## src/hdl/acor_queue.sv

```systemverilog
module acor_queue #(
    parameter int WIDTH = 8
) (
    input  logic             clk,
    input  logic             rst_n,
    input  logic             push,
    input  logic [WIDTH-1:0] push_data,
    input  logic             pop,
    output logic [WIDTH-1:0] pop_data,
    output logic             full,
    output logic             empty
);

    logic [WIDTH-1:0] mem_reg [2];
    logic             wr_ptr_reg, wr_ptr_next;
    logic             rd_ptr_reg, rd_ptr_next;
    logic [1:0]       cnt_reg, cnt_next;

    assign full     = (cnt_reg == 2'd2);
    assign empty    = (cnt_reg == 2'd0);
    assign pop_data = mem_reg[rd_ptr_reg];

    always_comb
    begin
        wr_ptr_next = wr_ptr_reg;
        rd_ptr_next = rd_ptr_reg;
        cnt_next    = cnt_reg;
        if (push && !full)
        begin
            wr_ptr_next = ~wr_ptr_reg;
        end
        if (pop && !empty)
        begin
            rd_ptr_next = ~rd_ptr_reg;
        end
        if ((push && !full) && !(pop && !empty))
        begin
            cnt_next = cnt_reg + 2'd1;
        end
        else if (!(push && !full) && (pop && !empty))
        begin
            cnt_next = cnt_reg - 2'd1;
        end
    end

    always_ff @(posedge clk or negedge rst_n)
    begin
        if (!rst_n)
        begin
            wr_ptr_reg <= 1'b0;
            rd_ptr_reg <= 1'b0;
            cnt_reg    <= 2'd0;
        end
        else
        begin
            wr_ptr_reg <= wr_ptr_next;
            rd_ptr_reg <= rd_ptr_next;
            cnt_reg    <= cnt_next;
        end
    end

    always_ff @(posedge clk)
    begin
        if (push && !full)
        begin
            mem_reg[wr_ptr_reg] <= push_data;
        end
    end

endmodule

```

## config.mk

```make
export PLATFORM = sky130hd
export DESIGN_NAME = acor_queue
export DESIGN_NICKNAME = d
export VERILOG_FILES = /design/src/hdl/acor_queue.sv
export SDC_FILE = /design/constraint.sdc
export NUM_CORES = 1
export LEC_CHECK = 0
export BUFFER_PORTS_ARGS = -buffer_cell sky130_fd_sc_hd__clkbuf_2
export CORE_MARGIN = 8
export CORE_UTILIZATION = 24
export CTS_CLUSTER_SIZE = 28
export DETAILED_ROUTE_END_ITERATION = 6
export GPL_TIMING_DRIVEN = 1
export PLACE_DENSITY_LB_ADDON = 0.15
export SLEW_MARGIN = 20
export SYNTH_ARGS = -nofsm -noshare
export SYNTH_HDL_FRONTEND = slang
export SYNTH_SLANG_ARGS = --single-unit
```

## constraint.sdc

```tcl
create_clock -name clk -period 1.6 [get_ports clk]
set_clock_uncertainty 0.05 [all_clocks]
set_input_delay 0.4 -clock clk [delete_from_list [all_inputs] [get_ports clk]]
set_output_delay 0.4 -clock clk [all_outputs]
set_load 0.01 [all_outputs]
```

==> flow_summary.rst <==
.. list-table::
   :header-rows: 1

   * - Metric
     - Value
   * - Die ar.
     - 5300 sq um
   * - Flop and latch count out of synthesis
     - 20
   * - Most common cell after layout, fill and taps aside
     - edfxtp_1
   * - Reg2reg start
     - cnt_reg[0]$_DFFE_PN0P_
   * - TritonCTS clock tree
     - done
   * - Post-synth design cell area
     - just under 800 sq um
   * - Largest vdd supply drop
     - approximately 0.00085 V
   * - Fill cells
     - a little over 300
   * - Overall overflow remaining after global route
     - 0
   * - Worst reg2reg path endpoint
     - cnt_reg[1]$_DFFE_PN0P_
   * - Layout Area Growth over Synthesis
     - 51.5%
   * - Starting DRT DRC Count
     - 7
   * - Endpoints failing hold
     - 0
   * - Setup crit end kind
     - output port
   * - PnR worst setup slack
     - -0.144 ns
   * - Register clock-pin slew on the reported worst setup and hold paths
     - about 0.12 ns
   * - IO buf count
     - 21
   * - Worst-path maximum fanout
     - 4
   * - Commonest cells after routing, fill and taps aside
     - edfxtp_1, clkbuf_2, buf_6
   * - Power density over cell area
     - 1890 nW/um^2
   * - Finished Cell Area
     - about 1200 sq um
   * - Via count of the first global-routing pass
     - roughly 540
   * - First-pass iteration count of the detailed router
     - 3
   * - Die extent in x
     - approximately 73 um
   * - Initial antenna violation count
     - 0
   * - Number of remaining DRC errors
     - 0
   * - Syn nets
     - 57
   * - Static leakage
     - 0.512 nW
   * - Initial standard-cell utilization of the core
     - between 20% and 30%
   * - Post-DR vias/cell
     - 3.72
   * - RSZ-0062 raised after global routing
     - yes
   * - Count of different cell masters after synthesis
     - 14
   * - Total via count after detailed routing
     - between 400 and 500
   * - Gpl congestion
     - approximately 0.68
   * - Level count of the clock H-tree
     - 1
   * - Setup slack, reg-to-reg
     - ~0.15 ns
   * - Yosys warns
     - 0
   * - Total of endpoints with negative setup slack in the final report
     - 8
   * - # nets final
     - slightly above 90
   * - Share of post-route cells with drive strength above 1
     - slightly above 60%
   * - Hold EP
     - mem_reg[0][5]$_DFFE_PP_
   * - HP Start
     - push_data[5]
   * - Period utilisation layout
     - 109%
   * - DR WL/cell
     - around 12 um
   * - Cts bufs inserted
     - 3
   * - Type of origin of the critical path
     - flip-flop
   * - Time the final worst path needs with I/O delays and setup
     - 1.74 ns
   * - Flip-flop count of the largest register after layout
     - 16
   * - Worst rel slew slack
     - 85.1%
   * - Clk sink count
     - 20
   * - Placed wire-length estimate after detailed placement
     - 1050 um
   * - Sequential share of the synthesized area
     - roughly 75%
   * - Kind of path behind the tightest hold check
     - in2reg
   * - Worst endpoint data arrival time
     - between 1 and 1.5 ns
   * - Maximum root-to-sink buffer count
     - 2
   * - Routed Antenna Nets
     - 0
   * - Fmax
     - between 500 and 600 MHz
   * - Pin count of the biggest net entering global routing
     - 13
   * - Status
     - finished, violations left
   * - Slew Limit Fails
     - 0
   * - Total cell area at the placement stage
     - around 960 sq um
   * - Global-route wire length before repair
     - approximately 2500 um
   * - Start-to-end type of the worst setup path
     - reg2out
   * - Total Wirelength
     - ~1500 um
   * - Chip Height
     - around 73 um
   * - Area of the core
     - between 3000 and 4000 sq um
   * - Clock latency on the worst-skew pair
     - ~0.30 ns
   * - Hold Crit Depth
     - 1
   * - Violations in the final reports
     - setup timing
   * - Hold slack final
     - around 0.23 ns
   * - Number of diodes added for antenna fixing
     - 0
   * - Critical Path RT
     - 1.15 ns
   * - Number of primary I/O pins
     - 22
   * - Post-synthesis cell count
     - between 40 and 50
   * - Overall global routing resource usage
     - under 10%
   * - Standard-cell row count
     - 20
   * - Worst-case reg-to-reg path depth
     - 6
   * - Max-cap violation count
     - 0
   * - Root buffer cell
     - clkbuf_4
   * - Least-Margin Pin Slew
     - 0.224 ns
   * - Synthesized area per cell
     - roughly 18 sq um
==> worst max path at each step <==
| stage | startpoint | endpoint | slack, ns | cells after the start |
|---|---|---|---|---|
| 2_1_floorplan | cnt_reg[0]$_DFFE_PN0P_ | mem_reg[0][0]$_DFFE_PP_ | 0.18 | 3 |
| 6_report | rd_ptr_reg$_DFFE_PN0P_ | pop_data[4] | -0.14 | 3 |
| 3_3_place_gp | rd_ptr_reg$_DFFE_PN0P_ | pop_data[2] | 0.06 | 2 |
| 5_1_grt | rd_ptr_reg$_DFFE_PN0P_ | pop_data[3] | -0.20 | 3 |
| 3_5_place_dp | rd_ptr_reg$_DFFE_PN0P_ | pop_data[0] | 0.04 | 2 |
| 4_1_cts | rd_ptr_reg$_DFFE_PN0P_ | pop_data[3] | -0.16 | 3 |
==> power by group <==
group	switching (mW)	total, mW	internal, mW
Sequential	0.0794	0.809	0.730
Combinational	0.391	1.00	0.611
Clock	0.157	0.411	0.253
==> layer usage <==
metal  track usage, %  vias to the layer above  wire, um
li1                 -                      227         -
met1             6.77                      215       624
met2             9.64                       14       731
met3             3.98                        2        97
met4             2.00                        0        14
met5                0                        -         0
==> area by class of cell <==
type | instances | area, sq um | area share [%]
repair buffers | 32 | 251 | 21.4
well taps | 44 | 55.1 | 4.69
clock inverters | 1 | 30.0 | 2.56
multi-input cells | 21 | 225 | 19.2
flip-flops and latches | 20 | 582 | 49.6
inverters | 2 | 7.51 | 0.640
clock buffers | 3 | 22.5 | 1.92
==> metrics by stage <==
step	setup TNS (ns)	instances	setup WS [ns]	power (mW)	util, %
global placement	0	112	0.0582	1.43	31.4
global route	-1.52	123	-0.197	2.35	38.4
CTS	-1.24	123	-0.161	2.09	36.2
finish	-1.11	123	-0.144	2.22	38.4
floorplan	0	44	0.176	1.18	-
detailed placement	0	112	0.0361	1.43	31.4
==> cells by family (layout without fill, tap and decap cells) <==
family | Yosys count | count (layout) | synth area share (%)
AO/OA/AOI/OAI | 1 | 1 | 0.646
XOR/XNOR | 5 | 5 | 5.66
adder cells (fa/ha/maj) | 1 | 1 | 1.62
buffers and inverters | 3 | 38 | 1.62
flip-flops | 20 | 20 | 75.0
multiplexers | 8 | 8 | 11.6
AND/OR/NAND/NOR | 6 | 6 | 3.88
==> what timing repair did <==
action | 4_1_cts | 5_1_grt
setup endpoints to repair | 9 | 10
hold buffers | 1 | 0
setup buffers | 6 | 0
endpoints found under the hold margin | 4 | 0
gates cloned | 0 | 0
gates resized for setup | 12 | 21
==> synthesized netlist by cell type <==
cell / n / area, sq um
inv_1: 2 / 7.51
mux2_2: 1 / 11.3
xnor2_1: 3 / 26.3
nand2b_1: 1 / 6.26
nor2_1: 3 / 11.3
edfxtp_1: 16 / 480
buf_2: 1 / 5.00
ha_1: 1 / 12.5
mux2_1: 7 / 78.8
nand2_2: 1 / 6.26
xor2_1: 2 / 17.5
and3_1: 1 / 6.26
dfrtp_1: 4 / 100
o21ai_1: 1 / 5.00
==> critical path: stages, from the launching register on <==
cell and delay, ns:
dfrtp_2 0.44, buf_6 0.14, mux2_4 0.29, buf_6 0.12
Note: power is estimated with default switching activity, not from simulation.
