==> config.mk <==
export PLATFORM = sky130hd
export DESIGN_NAME = acor_front
export DESIGN_NICKNAME = d
export VERILOG_FILES = /design/src/hdl/acor_pkg.sv /design/src/hdl/acor_front.sv
export SDC_FILE = /design/constraint.sdc
export NUM_CORES = 1
export LEC_CHECK = 0
export BUFFER_PORTS_ARGS = -buffer_cell sky130_fd_sc_hd__buf_4
export CORE_MARGIN = 2
export CORE_UTILIZATION = 45
export CTS_CLUSTER_DIAMETER = 80
export DETAILED_ROUTE_END_ITERATION = 10
export PLACE_DENSITY = 0.69
export RECOVER_POWER = 100
export SYNTH_ARGS = -nofsm -noshare
export SYNTH_HDL_FRONTEND = slang
export SYNTH_SLANG_ARGS = --single-unit
export TNS_END_PERCENT = 30
==> constraint.sdc <==
create_clock -name clk -period 5.5 [get_ports clk]
set_clock_uncertainty 0.2 [all_clocks]
set_input_delay 0.825 -clock clk [delete_from_list [all_inputs] [get_ports clk]]
set_output_delay 0.825 -clock clk [all_outputs]
set_load 0.05 [all_outputs]
==> src/hdl/acor_pkg.sv <==
package acor_pkg;

    localparam int SAMPLE_BITS   = 16;
    localparam int LAG_BITS      = 6;
    localparam int CORR_BITS     = 16;
    localparam int LAGCNT_BITS   = 7;
    localparam int ACC_BITS      = 64;
    localparam int FRAC_STEPS    = 15;
    localparam int STEP_BITS     = 4;

    localparam logic [LAGCNT_BITS-1:0] LAG_COUNT_RESET = 7'd16;
    localparam logic [CORR_BITS-1:0]   Q_ONE           = 16'd16384;
    localparam logic [CORR_BITS-1:0]   Q_SAT           = 16'd32768;

    typedef enum logic [2:0]
    {
        ST_IDLE,
        ST_ACC,
        ST_DRAIN,
        ST_DIV,
        ST_EMIT
    } back_state_t;

    typedef struct packed
    {
        logic idle;
        logic q_empty;
        logic q_full;
    } back_status_t;

endpackage

==> src/hdl/acor_front.sv <==
module acor_front #(
    parameter int MAX_SAMPLES = 1024
) (
    input  logic                              clk,
    input  logic                              rst_n,
    input  logic                              s_tvalid,
    output logic                              s_tready,
    input  logic [acor_pkg::SAMPLE_BITS-1:0]  s_tdata,
    input  logic                              s_tlast,
    input  acor_pkg::back_status_t            status,
    output logic                              wr_en,
    output logic [$clog2(MAX_SAMPLES)-1:0]    wr_addr,
    output logic [acor_pkg::SAMPLE_BITS-1:0]  wr_data,
    output logic                              push,
    output logic [2*$clog2(MAX_SAMPLES+1)+acor_pkg::SAMPLE_BITS-1:0] push_data
);

    localparam int AW = $clog2(MAX_SAMPLES);
    localparam int CW = $clog2(MAX_SAMPLES + 1);
    localparam int SW = acor_pkg::SAMPLE_BITS + CW;

    logic [CW-1:0]        count_reg, count_next, cnt_new;
    logic signed [SW-1:0] sum_reg, sum_next, sum_new;
    logic                 accept;
    logic                 room;
    logic signed [acor_pkg::SAMPLE_BITS-1:0] x;

    assign s_tready  = status.idle && status.q_empty && !status.q_full;
    assign accept    = s_tvalid && s_tready;
    assign room      = (32'(count_reg) < MAX_SAMPLES);
    assign x         = signed'(s_tdata);
    assign wr_en     = accept && room;
    assign wr_addr   = count_reg[AW-1:0];
    assign wr_data   = s_tdata;
    assign push      = accept && s_tlast;
    assign push_data = {sum_new, cnt_new};

    always_comb
    begin
        cnt_new = count_reg;
        sum_new = sum_reg;
        if (room)
        begin
            cnt_new = count_reg + CW'(1);
            sum_new = sum_reg + SW'(x);
        end
        count_next = count_reg;
        sum_next   = sum_reg;
        if (accept)
        begin
            count_next = s_tlast ? '0 : cnt_new;
            sum_next   = s_tlast ? '0 : sum_new;
        end
    end

    always_ff @(posedge clk or negedge rst_n)
    begin
        if (!rst_n)
        begin
            count_reg <= '0;
            sum_reg   <= '0;
        end
        else
        begin
            count_reg <= count_next;
            sum_reg   <= sum_next;
        end
    end

endmodule

==> flow_summary.json, run 1 <==
{
  "cap_violations": 1,
  "antenna_found_initial": 0,
  "ios": 90,
  "grt_pass1_vias": 3339,
  "slowest_delay_ps": 450,
  "cts_setup_buffers": 0,
  "min_path_type": "reg2reg",
  "numCtsBuffers": 5,
  "max_freq_ghz": 0.207,
  "grt_remaining_overflow": 0,
  "post_drt_wl_per_cell_um": 16.0,
  "post_cts_resized": 0,
  "drc": 0,
  "vias_per_cell": 5.82,
  "worstPathArrival_ps": 3820,
  "setup_viol": 0,
  "critical_path_class": "in2out",
  "clk_root_buffer_cell": "clkbuf_8",
  "path_cells": "buf_4 -> ha_1 -> fa_1 -> a21o_1 -> a221oi_1 -> o211ai_1 -> and3_1 -> o21ai_0 -> a21oi_1 -> a311oi_1 -> buf_4",
  "die_w_um": 95.4,
  "portBuffers": 89,
  "cts_tree": "yes",
  "n_antenna_cell": 0,
  "grt_use_total_pct": 22.3,
  "critPathMaxFanout": 5,
  "synth-seq-cells": 38,
  "fin_util_pct": 50.3,
  "rows": 33,
  "initial_core_util_pct": 46.2,
  "grt_max_degree": 39,
  "final_nets": 567,
  "vias": 3622,
  "period_needed_ps": 4840,
  "worstHoldStart": "sum_reg[0]",
  "slew_viol_final": 39,
  "antenna_left": 0,
  "crit_path_end_kind": "output pin",
  "routabilityCongestion": 0.966,
  "synth_area_um2": 3760,
  "fin_tns_setup_ps": 0,
  "synth_edf_count": 0,
  "p_per_area_nw_per_um2": 559,
  "grt_pass1_wl_um": 16300,
  "hold_viol": 0,
  "critPathLaunchType": "input pin",
  "ys_seq_area_share_pct": 25.3,
  "synth.distinct_cells": 67,
  "crit_path_frequent_cell": "buf_4",
  "crit_start": "s_tdata[0]",
  "syn_area_per_cell_um2": 8.08,
  "min_period_over_period_pct": 88.0,
  "grt_setup_unrepaired": "false",
  "insertion_delay_ps": 290,
  "die-area_um2": 9100,
  "drive_above_1_share_pct": 8.90,
  "syn_inst": 465,
  "drt_wl_total_um": 9960,
  "firstDrtPassIters": 4,
  "critPathSlowestCell": "o21ai_0",
  "cts.sinks": 38,
  "max_slew_margin_pct": -44.3,
  "violations": "capacitance limit, slew limit",
  "leakage_uw": 0.00184,
  "drtIter0Drc": 179,
  "largest_register_ffs": 27,
  "synth_ff_type": "dfrtp_1",
  "clk_pin_slew_ps": 90,
  "hold_buffers": 0,
  "cts.path.max_buffers": 2,
  "core_area_um2": 8130,
  "h-tree-depth": 2,
  "status": "finished, violations left",
  "synth_warnings": 0,
  "hpwlAfterDp_um": 7350,
  "timing.rr.start": "sum_reg[0]",
  "synthToLayoutAreaGrowth_pct": 8.92,
  "die_h_um": 95.4,
  "synthArstFlopShare_pct": 100,
  "ir_drop_mv": 0.321,
  "required_ps": 4470,
  "synth_fp_nets": 516,
  "worstMarginPinSlew_ps": 2170
}
==> area by class of cell <==
class | instances | area (um2)
clock buffers | 5 | 68.8
clock inverters | 3 | 40.0
fillers | 866 | 4040
inverters | 12 | 45.0
multi-input cells | 368 | 2420
flip-flops and latches | 38 | 951
well taps | 105 | 131
repair buffers | 91 | 432
==> routing by layer <==
layer  vias up  share of wire, %  global-route usage (%)
li1       1785                 -                       -
met1      1729                47                    31.6
met2        99                47                    36.1
met3         9               5.1                    2.69
met4         0               1.1                    5.83
met5         -                 0                       0
==> critical path, delay by kind of cell <==
kind	cells	cell delay, ps
buffers and inverters	2	360
AND/OR/NAND/NOR	1	250
adder cells (fa/ha/maj)	2	620
AO/OA/AOI/OAI	6	1740
==> cell usage in the layout, fill, tap and decap left out, types with 6 or more instances in the layout <==
cell type	synthesis	layout
o21a_1	8	8
xnor2_1	13	13
nor2_1	23	23
o211ai_1	5	7
xor2_1	12	12
nand2_1	74	74
clkbuf_1	13	67
and3_1	6	6
ha_1	27	27
inv_1	11	11
a21oi_1	24	24
dfrtp_1	38	38
nand3_1	21	21
a21o_1	9	9
buf_4	28	24
a22o_1	11	11
o21ai_0	36	37
nor3_1	11	11
o31ai_1	10	10
==> final timing paths <==
path | to | slack, ps | cells after the start
max | push_data[35] | 660 | 11
min | sum_reg[0] | 310 | 2
max reg2reg | sum_reg[22] | 2280 | 9
min reg2reg | sum_reg[0] | 310 | 2
max in group asynchronous | sum_reg[20] | 2900 | 1
min in group asynchronous | sum_reg[7] | 950 | 1
==> power by group <==
| group | switching [uW] | leakage (uW) | internal, uW |
|---|---|---|---|
| sequential | 65.5 | 0.000502 | 352 |
| combinational | 1170 | 0.00128 | 456 |
| clock | 111 | 0.0000579 | 134 |
| total | 1350 | 0.00184 | 942 |
==> metrics by stage <==
step	worst slack (ps)	power, uW	std cells	hold WS [ps]	area (um2)
final	659	2290	622	310	4090
after global routing	435	2450	622	349	4090
after CTS	1010	2430	622	309	4370
after detailed placement	1030	2170	614	288	4260
after global placement	1090	2140	614	282	4260
after floorplan	686	1760	465	257	3760
==> cell usage after synthesis, drive strengths merged, types with 2 or more instances <==
| library cell | n | area (um2) |
|---|---|---|
| a211oi | 3 | 27.5 |
| xnor2 | 13 | 114 |
| mux2 | 3 | 33.8 |
| nand4b | 3 | 26.3 |
| a2111oi | 2 | 17.5 |
| buf | 33 | 260 |
| nor4b | 3 | 26.3 |
| a22o | 11 | 96.3 |
| or3 | 2 | 12.5 |
| a211o | 5 | 43.8 |
| a21o | 9 | 67.6 |
| o211ai | 8 | 75.1 |
| nor2 | 23 | 86.3 |
| o31ai | 10 | 75.1 |
| nand4 | 3 | 18.8 |
| and4 | 3 | 26.3 |
| a221o | 2 | 20.0 |
| nor2b | 3 | 18.8 |
| nor4 | 3 | 25.0 |
| dfrtp | 38 | 951 |
| nor3 | 11 | 55.1 |
| and3 | 6 | 37.5 |
| o31a | 2 | 18.8 |
| xor2 | 12 | 105 |
| nor3b | 2 | 20.0 |
| nand2 | 75 | 284 |
| a311oi | 3 | 26.3 |
| a31o | 3 | 26.3 |
| clkbuf | 14 | 53.8 |
| ha | 27 | 338 |
| o21a | 8 | 60.1 |
| mux2i | 2 | 20.0 |
| and2 | 3 | 18.8 |
| or4 | 2 | 18.8 |
| a21boi | 2 | 15.0 |
| inv | 12 | 45.0 |
| a21oi | 24 | 120 |
| or2 | 3 | 18.8 |
| o21ai | 38 | 190 |
| nand3 | 22 | 123 |
| a31oi | 2 | 12.5 |
==> cell families (layout without fill, tap and decap cells) <==
kind of cell,count (synthesis),in the layout,share of synthesized area (%)
compound gates,142,142,26.5
xor+xnor,25,25,5.83
fa+ha+maj,28,28,9.52
buf+inv,59,111,9.56
flops,38,38,25.3
mux,5,5,1.43
simple gates,168,168,21.9
No activity file was read; power rests on OpenSTA's default activity.
==> run 2, diff against run 1 <==
Settings changed: BUFFER_PORTS_ARGS -buffer_cell sky130_fd_sc_hd__buf_4 to -buffer_cell sky130_fd_sc_hd__buf_2.
==> run 2 against run 1 <==
Against the previous run:
- the run still ends with capacitance limit, slew limit left
- setup slack better by 1.8 ps
- register-to-register slack worse by 360 ps
- sequential power is essentially flat
- flip-flop and latch count unchanged
- highest routed layer unchanged
==> flow_summary.json, run 2 (same netlist as run 1, synthesis figures left out) <==
{
  "p_seq_share_pct": 18.0,
  "switchingPower_uw": 1330,
  "h-tree-depth": 2,
  "vias_per_cell": 5.82,
  "antenna_found_initial": 0,
  "die_w_um": 95.4,
  "rows": 33,
  "drtIter0Drc": 230,
  "drive_above_1_share_pct": 10.1,
  "min_period_over_period_pct": 88.0,
  "portBuffers": 89,
  "slew_viol_final": 93,
  "status": "finished, violations left",
  "intPower_uw": 983,
  "clk_root_buffer_cell": "clkbuf_8",
  "period_needed_ps": 4840,
  "finalInstanceArea_um2": 4070,
  "grt_pass1_wl_um": 15700,
  "leakage_uw": 0.00185,
  "grt_max_degree": 54,
  "hold_buffers": 0,
  "worstPathArrival_ps": 3810,
  "ios": 90,
  "drc": 0,
  "die-area_um2": 9100,
  "vias": 3619,
  "final_nets": 567,
  "stdcell_count": 622,
  "final_common_cell": "nand2_1",
  "die_h_um": 95.4,
  "fin_tns_setup_ps": 0,
  "hpwlAfterDp_um": 6890,
  "hold_viol": 0,
  "cts.path.max_buffers": 2,
  "core_area_um2": 8130,
  "power_frac_comb_pct": 69.2,
  "cts_tree": "yes",
  "dp_slack_ps": 1010,
  "routabilityCongestion": 0.903,
  "post_drt_wl_per_cell_um": 15.3,
  "max_slew_margin_pct": -49.0,
  "cts_setup_buffers": 0,
  "initial_core_util_pct": 46.2,
  "swShare_pct": 57.6,
  "ir_drop_mv": 0.266,
  "firstDrtPassIters": 4,
  "min_path_type": "reg2reg",
  "violations": "capacitance limit, slew limit",
  "grt_pass1_vias": 3350,
  "worstMarginPinSlew_ps": 2240,
  "setup_viol": 0,
  "layout_common_cells": "74 x nand2_1, 62 x clkbuf_1, 38 x dfrtp_1, 36 x o21ai_0, 29 x buf_2",
  "cap_violations": 2,
  "clk_pin_slew_ps": 80,
  "critPathLaunchType": "input pin",
  "grt_remaining_overflow": 0,
  "p_per_area_nw_per_um2": 570,
  "whs_ps": 314,
  "required_ps": 4470,
  "dpl_cell_area_um2": 4040,
  "cts.sinks": 38,
  "post_cts_resized": 0,
  "crit_path_end_kind": "output pin",
  "grt_use_total_pct": 21.5,
  "drt_wl_total_um": 9530,
  "synthToLayoutAreaGrowth_pct": 8.19,
  "critical_path_class": "in2out",
  "numCtsBuffers": 5,
  "power.share.clock_pct": 12.8,
  "layout_setup_ws_ps": 661,
  "insertion_delay_ps": 300,
  "n_antenna_cell": 0,
  "grt_setup_unrepaired": "false",
  "largest_register_ffs": 27,
  "dpl.cell_count": 614,
  "critPathMaxFanout": 13,
  "antenna_left": 0,
  "max_freq_ghz": 0.207
}
[run 2: cell count changes in the layout (fill, tap and decap cells not counted), sizes merged]
cell / change
buf: +5
bufinv: +1
clkinv: -1
clkbuf: -5
[run 2: area by class of cell]
cell class | count | area [um2]
well taps | 105 | 131
flip-flops and latches | 38 | 951
inverters | 12 | 45.0
repair buffers | 91 | 378
clock buffers | 5 | 68.8
fillers | 850 | 4070
multi-input cells | 368 | 2420
clock inverters | 3 | 68.8
[run 2: worst max-delay path, stage by stage]
cell and delay, ps:
clkbuf_1 520, ha_1 480, nand3_1 310, or4_4 580
nor4_2 140, a31oi_1 170, a21o_1 230, nand3_1 130
xnor2_1 130, buf_2 280
[run 2: final timing paths]
path                          startpoint             to  slack (ps)  cells after the start
max                          s_tdata[15]  push_data[37]         660                     10
min                          sum_reg[14]    sum_reg[14]         310                      2
max reg2reg                count_reg[10]    sum_reg[22]        1920                      4
min reg2reg                  sum_reg[14]    sum_reg[14]         310                      2
max in group asynchronous          rst_n    sum_reg[26]        2930                      1
min in group asynchronous          rst_n     sum_reg[8]         940                      1
[run 2: per-stage QoR]
step                total power (uW)  utilization (%)
finish                          2320             50.0
detailed placement              2060             49.7
floorplan                       1760                -
global route                    2480             50.0
CTS                             2370             51.3
global placement                2040             49.7
[run 2: layer usage]
metal  global-route usage (%)  vias to the layer above  part of all wire [%]
met5                        0                        -                     0
met4                     6.07                        0                   1.6
met3                     3.40                       14                   5.1
met2                     35.5                       96                    46
met1                     29.1                     1729                    47
li1                         -                     1780                     -
[run 2: power by group through the flow]
| stage | clock network [uW] | registers (uW) | logic (uW) |
|---|---|---|---|
| floorplan | 0 | 404 | 1360 |
| global placement | 0 | 418 | 1620 |
| detailed placement | 0 | 421 | 1640 |
| CTS | 303 | 416 | 1650 |
| global route | 314 | 427 | 1740 |
| finish | 297 | 417 | 1600 |
==> run 3, diff against run 2 <==
Settings changed: ABC_AREA set to 1, HOLD_SLACK_MARGIN set to 0.15, PLACE_DENSITY 0.69 to 0.68.
==> run 3 against run 2 <==
Against the previous run:
- the run still ends with capacitance limit, slew limit left
- cell area rose by 14%
- critical path depth fell by 5
- setup slack improved by 430 ps
- total power fell by 4.0%
- die area rose by 14%
- flip-flop and latch count did not move
- wire length rose by 27%
- critical path type is now reg2out
- largest cell class unchanged
==> flow_summary.json, run 3 <==
{
  "initial_core_util_pct": 46.5,
  "ios": 90,
  "synthArstFlopShare_pct": 100,
  "leakage_uw": 0.00271,
  "clk_pin_slew_ps": 90,
  "dp_slack_ps": 1650,
  "slowest_delay_ps": 1190,
  "synth_fp_nets": 775,
  "routabilityCongestion": 0.892,
  "synthTopCellsByArea": "nand2_1 24%, dfrtp_1 22%, inv_1 12%",
  "cts_tree": "yes",
  "insertion_delay_ps": 300,
  "cts.path.max_buffers": 2,
  "grt_pass1_wl_um": 20000,
  "synth_warnings": 0,
  "hold_viol": 0,
  "syn_area_per_cell_um2": 5.96,
  "grt_remaining_overflow": 0,
  "hold_buffers": 0,
  "grt_setup_unrepaired": "false",
  "critPathSlowestCell": "inv_1",
  "worstMarginPinSlew_ps": 2200,
  "portBuffers": 89,
  "synth.most_common_cell": "nand2_1",
  "synthXorXnorAreaFrac_pct": 2.43,
  "netlist_top_cells_count": "275 x nand2_1, 135 x inv_1, 48 x nand3_1, 38 x dfrtp_1, 34 x nor2_1",
  "cts_setup_buffers": 0,
  "largest_register_ffs": 27,
  "dpl_cell_area_um2": 4670,
  "grt_max_degree": 46,
  "hpwlAfterDp_um": 9550,
  "stdcell_count": 914,
  "ir_drop_mv": 0.216,
  "cts.sinks": 38,
  "worstPathArrival_ps": 3380,
  "synthAdderAreaFrac_pct": 8.29,
  "n_antenna_cell": 0,
  "h-tree-depth": 2,
  "path_cells": "inv_1 -> nand3_1 -> nor2_1 -> xor2_1 -> clkbuf_1",
  "status": "finished, violations left",
  "max_slew_margin_pct": -46.6,
  "period_needed_ps": 4400,
  "die_w_um": 102,
  "layout_setup_ws_ps": 1100,
  "cap_violations": 1,
  "die-area_um2": 10400,
  "p_per_area_nw_per_um2": 478,
  "final_common_cell": "nand2_1",
  "synth_simple_gate_area_share_pct": 41.7,
  "firstDrtPassIters": 5,
  "synth.distinct_cells": 38,
  "syn_inst": 724,
  "rows": 35,
  "synth_ff_type": "dfrtp_1",
  "clk_root_buffer_cell": "clkbuf_8",
  "drive_above_1_share_pct": 7.64,
  "drt_wl_total_um": 12100,
  "slew_viol_final": 39,
  "crit_path_end_kind": "output pin",
  "drc": 0,
  "ys_seq_area_share_pct": 22.0,
  "grt_use_total_pct": 24.2,
  "finalInstanceArea_um2": 4650,
  "crit_family": "buffers and inverters",
  "min_period_over_period_pct": 80.1,
  "layout_common_cells": "275 x nand2_1, 136 x inv_1, 66 x clkbuf_1, 49 x nand3_1, 38 x dfrtp_1",
  "max_freq_ghz": 0.227,
  "critPathLaunchType": "flop",
  "critical_path_class": "reg2out",
  "antenna_left": 0,
  "required_ps": 4470,
  "synth_edf_count": 0,
  "vias_per_cell": 4.82,
  "fin_tns_setup_ps": 0,
  "numCtsBuffers": 5,
  "antenna_found_initial": 0,
  "grt_pass1_vias": 4141,
  "setup_viol": 0,
  "synth_top_family_by_area": "simple AND/OR/NAND/NOR gates",
  "synth_top_area_cell": "nand2_1",
  "synthToLayoutAreaGrowth_pct": 7.77,
  "synth_area_um2": 4320,
  "crit_buf_inv": 2,
  "synthMuxAreaShare_pct": 0,
  "synth_top_area_share_pct": 23.9,
  "post_cts_resized": 0,
  "core_area_um2": 9280,
  "vias": 4404,
  "critPathMaxFanout": 45,
  "nFillCells": 1046,
  "min_path_type": "reg2reg",
  "final_nets": 835,
  "synth_compound_area_share_pct": 7.33,
  "dpl.cell_count": 906,
  "violations": "capacitance limit, slew limit",
  "post_drt_wl_per_cell_um": 13.2,
  "synth-seq-cells": 38,
  "power_uw": 2230,
  "die_h_um": 102,
  "drtIter0Drc": 181
}
## run 3: changes by cell type in the layout (fill, tap and decap cells not counted), sizes merged, moves of 9 or more
cell and change:
a21oi -12, nor3 -9, nand2 +207, and2 +9
o31ai -9, xnor2 -11, nor2 +22, o21ai -11
nand3 +29, inv +125
## run 3: layout make-up
type                       instances  area (um2)  share of cell area (%)
multi-input combinational        511        2560                    55.1
sequential                        38         951                    20.4
inverter                         137         514                    11.1
timing repair buffer              91         373                    8.01
tap                              129         161                    3.47
clock buffer                       5        68.8                    1.48
clock inverter                     3        21.3                   0.457
## run 3: cell families after synthesis
group / Yosys count
adder cells (fa/ha/maj): 28
AO/OA/AOI/OAI: 53
AND/OR/NAND/NOR: 418
buffers and inverters: 175
flip-flops: 38
XOR/XNOR: 12
## run 3: path summary, 6_finish.rpt
check | cells past startpoint | endpoint | startpoint | slack, ps
max | 5 | push_data[7] | count_reg[10] | 1100
min | 2 | sum_reg[13] | sum_reg[13] | 320
max reg2reg | 6 | count_reg[7] | count_reg[10] | 2510
min reg2reg | 2 | sum_reg[13] | sum_reg[13] | 320
max in group asynchronous | 1 | sum_reg[11] | rst_n | 2890
min in group asynchronous | 1 | sum_reg[8] | rst_n | 960
## run 3: power by group
part	internal, uW	total [uW]	switching [uW]
logic	396	1590	1190
registers	351	425	74.0
clock network	89.4	210	121
## run 3: per-layer routing
layer	global-route usage (%)	vias up	wire, um	share of wire [%]
met3	2.67	7	449	3.7
met1	33.3	1989	5910	49
met4	4.00	0	102	0.84
met2	41.8	104	5650	47
li1	-	2304	-	-
met5	0	-	0	0
## run 3: per-stage QoR
step / util, % / hold slack, ps
floorplan: - / 267
global placement: 50.3 / 290
detailed placement: 50.3 / 295
CTS: 51.2 / 321
global route: 50.1 / 350
finish: 50.1 / 318
## run 3: worst register-to-register path, delay by kind of cell, from the launching register on
| kind | cells | cell delay, ps |
|---|---|---|
| buf+inv | 1 | 1190 |
| simple gates | 4 | 660 |
| flops | 1 | 690 |
| xor+xnor | 1 | 200 |
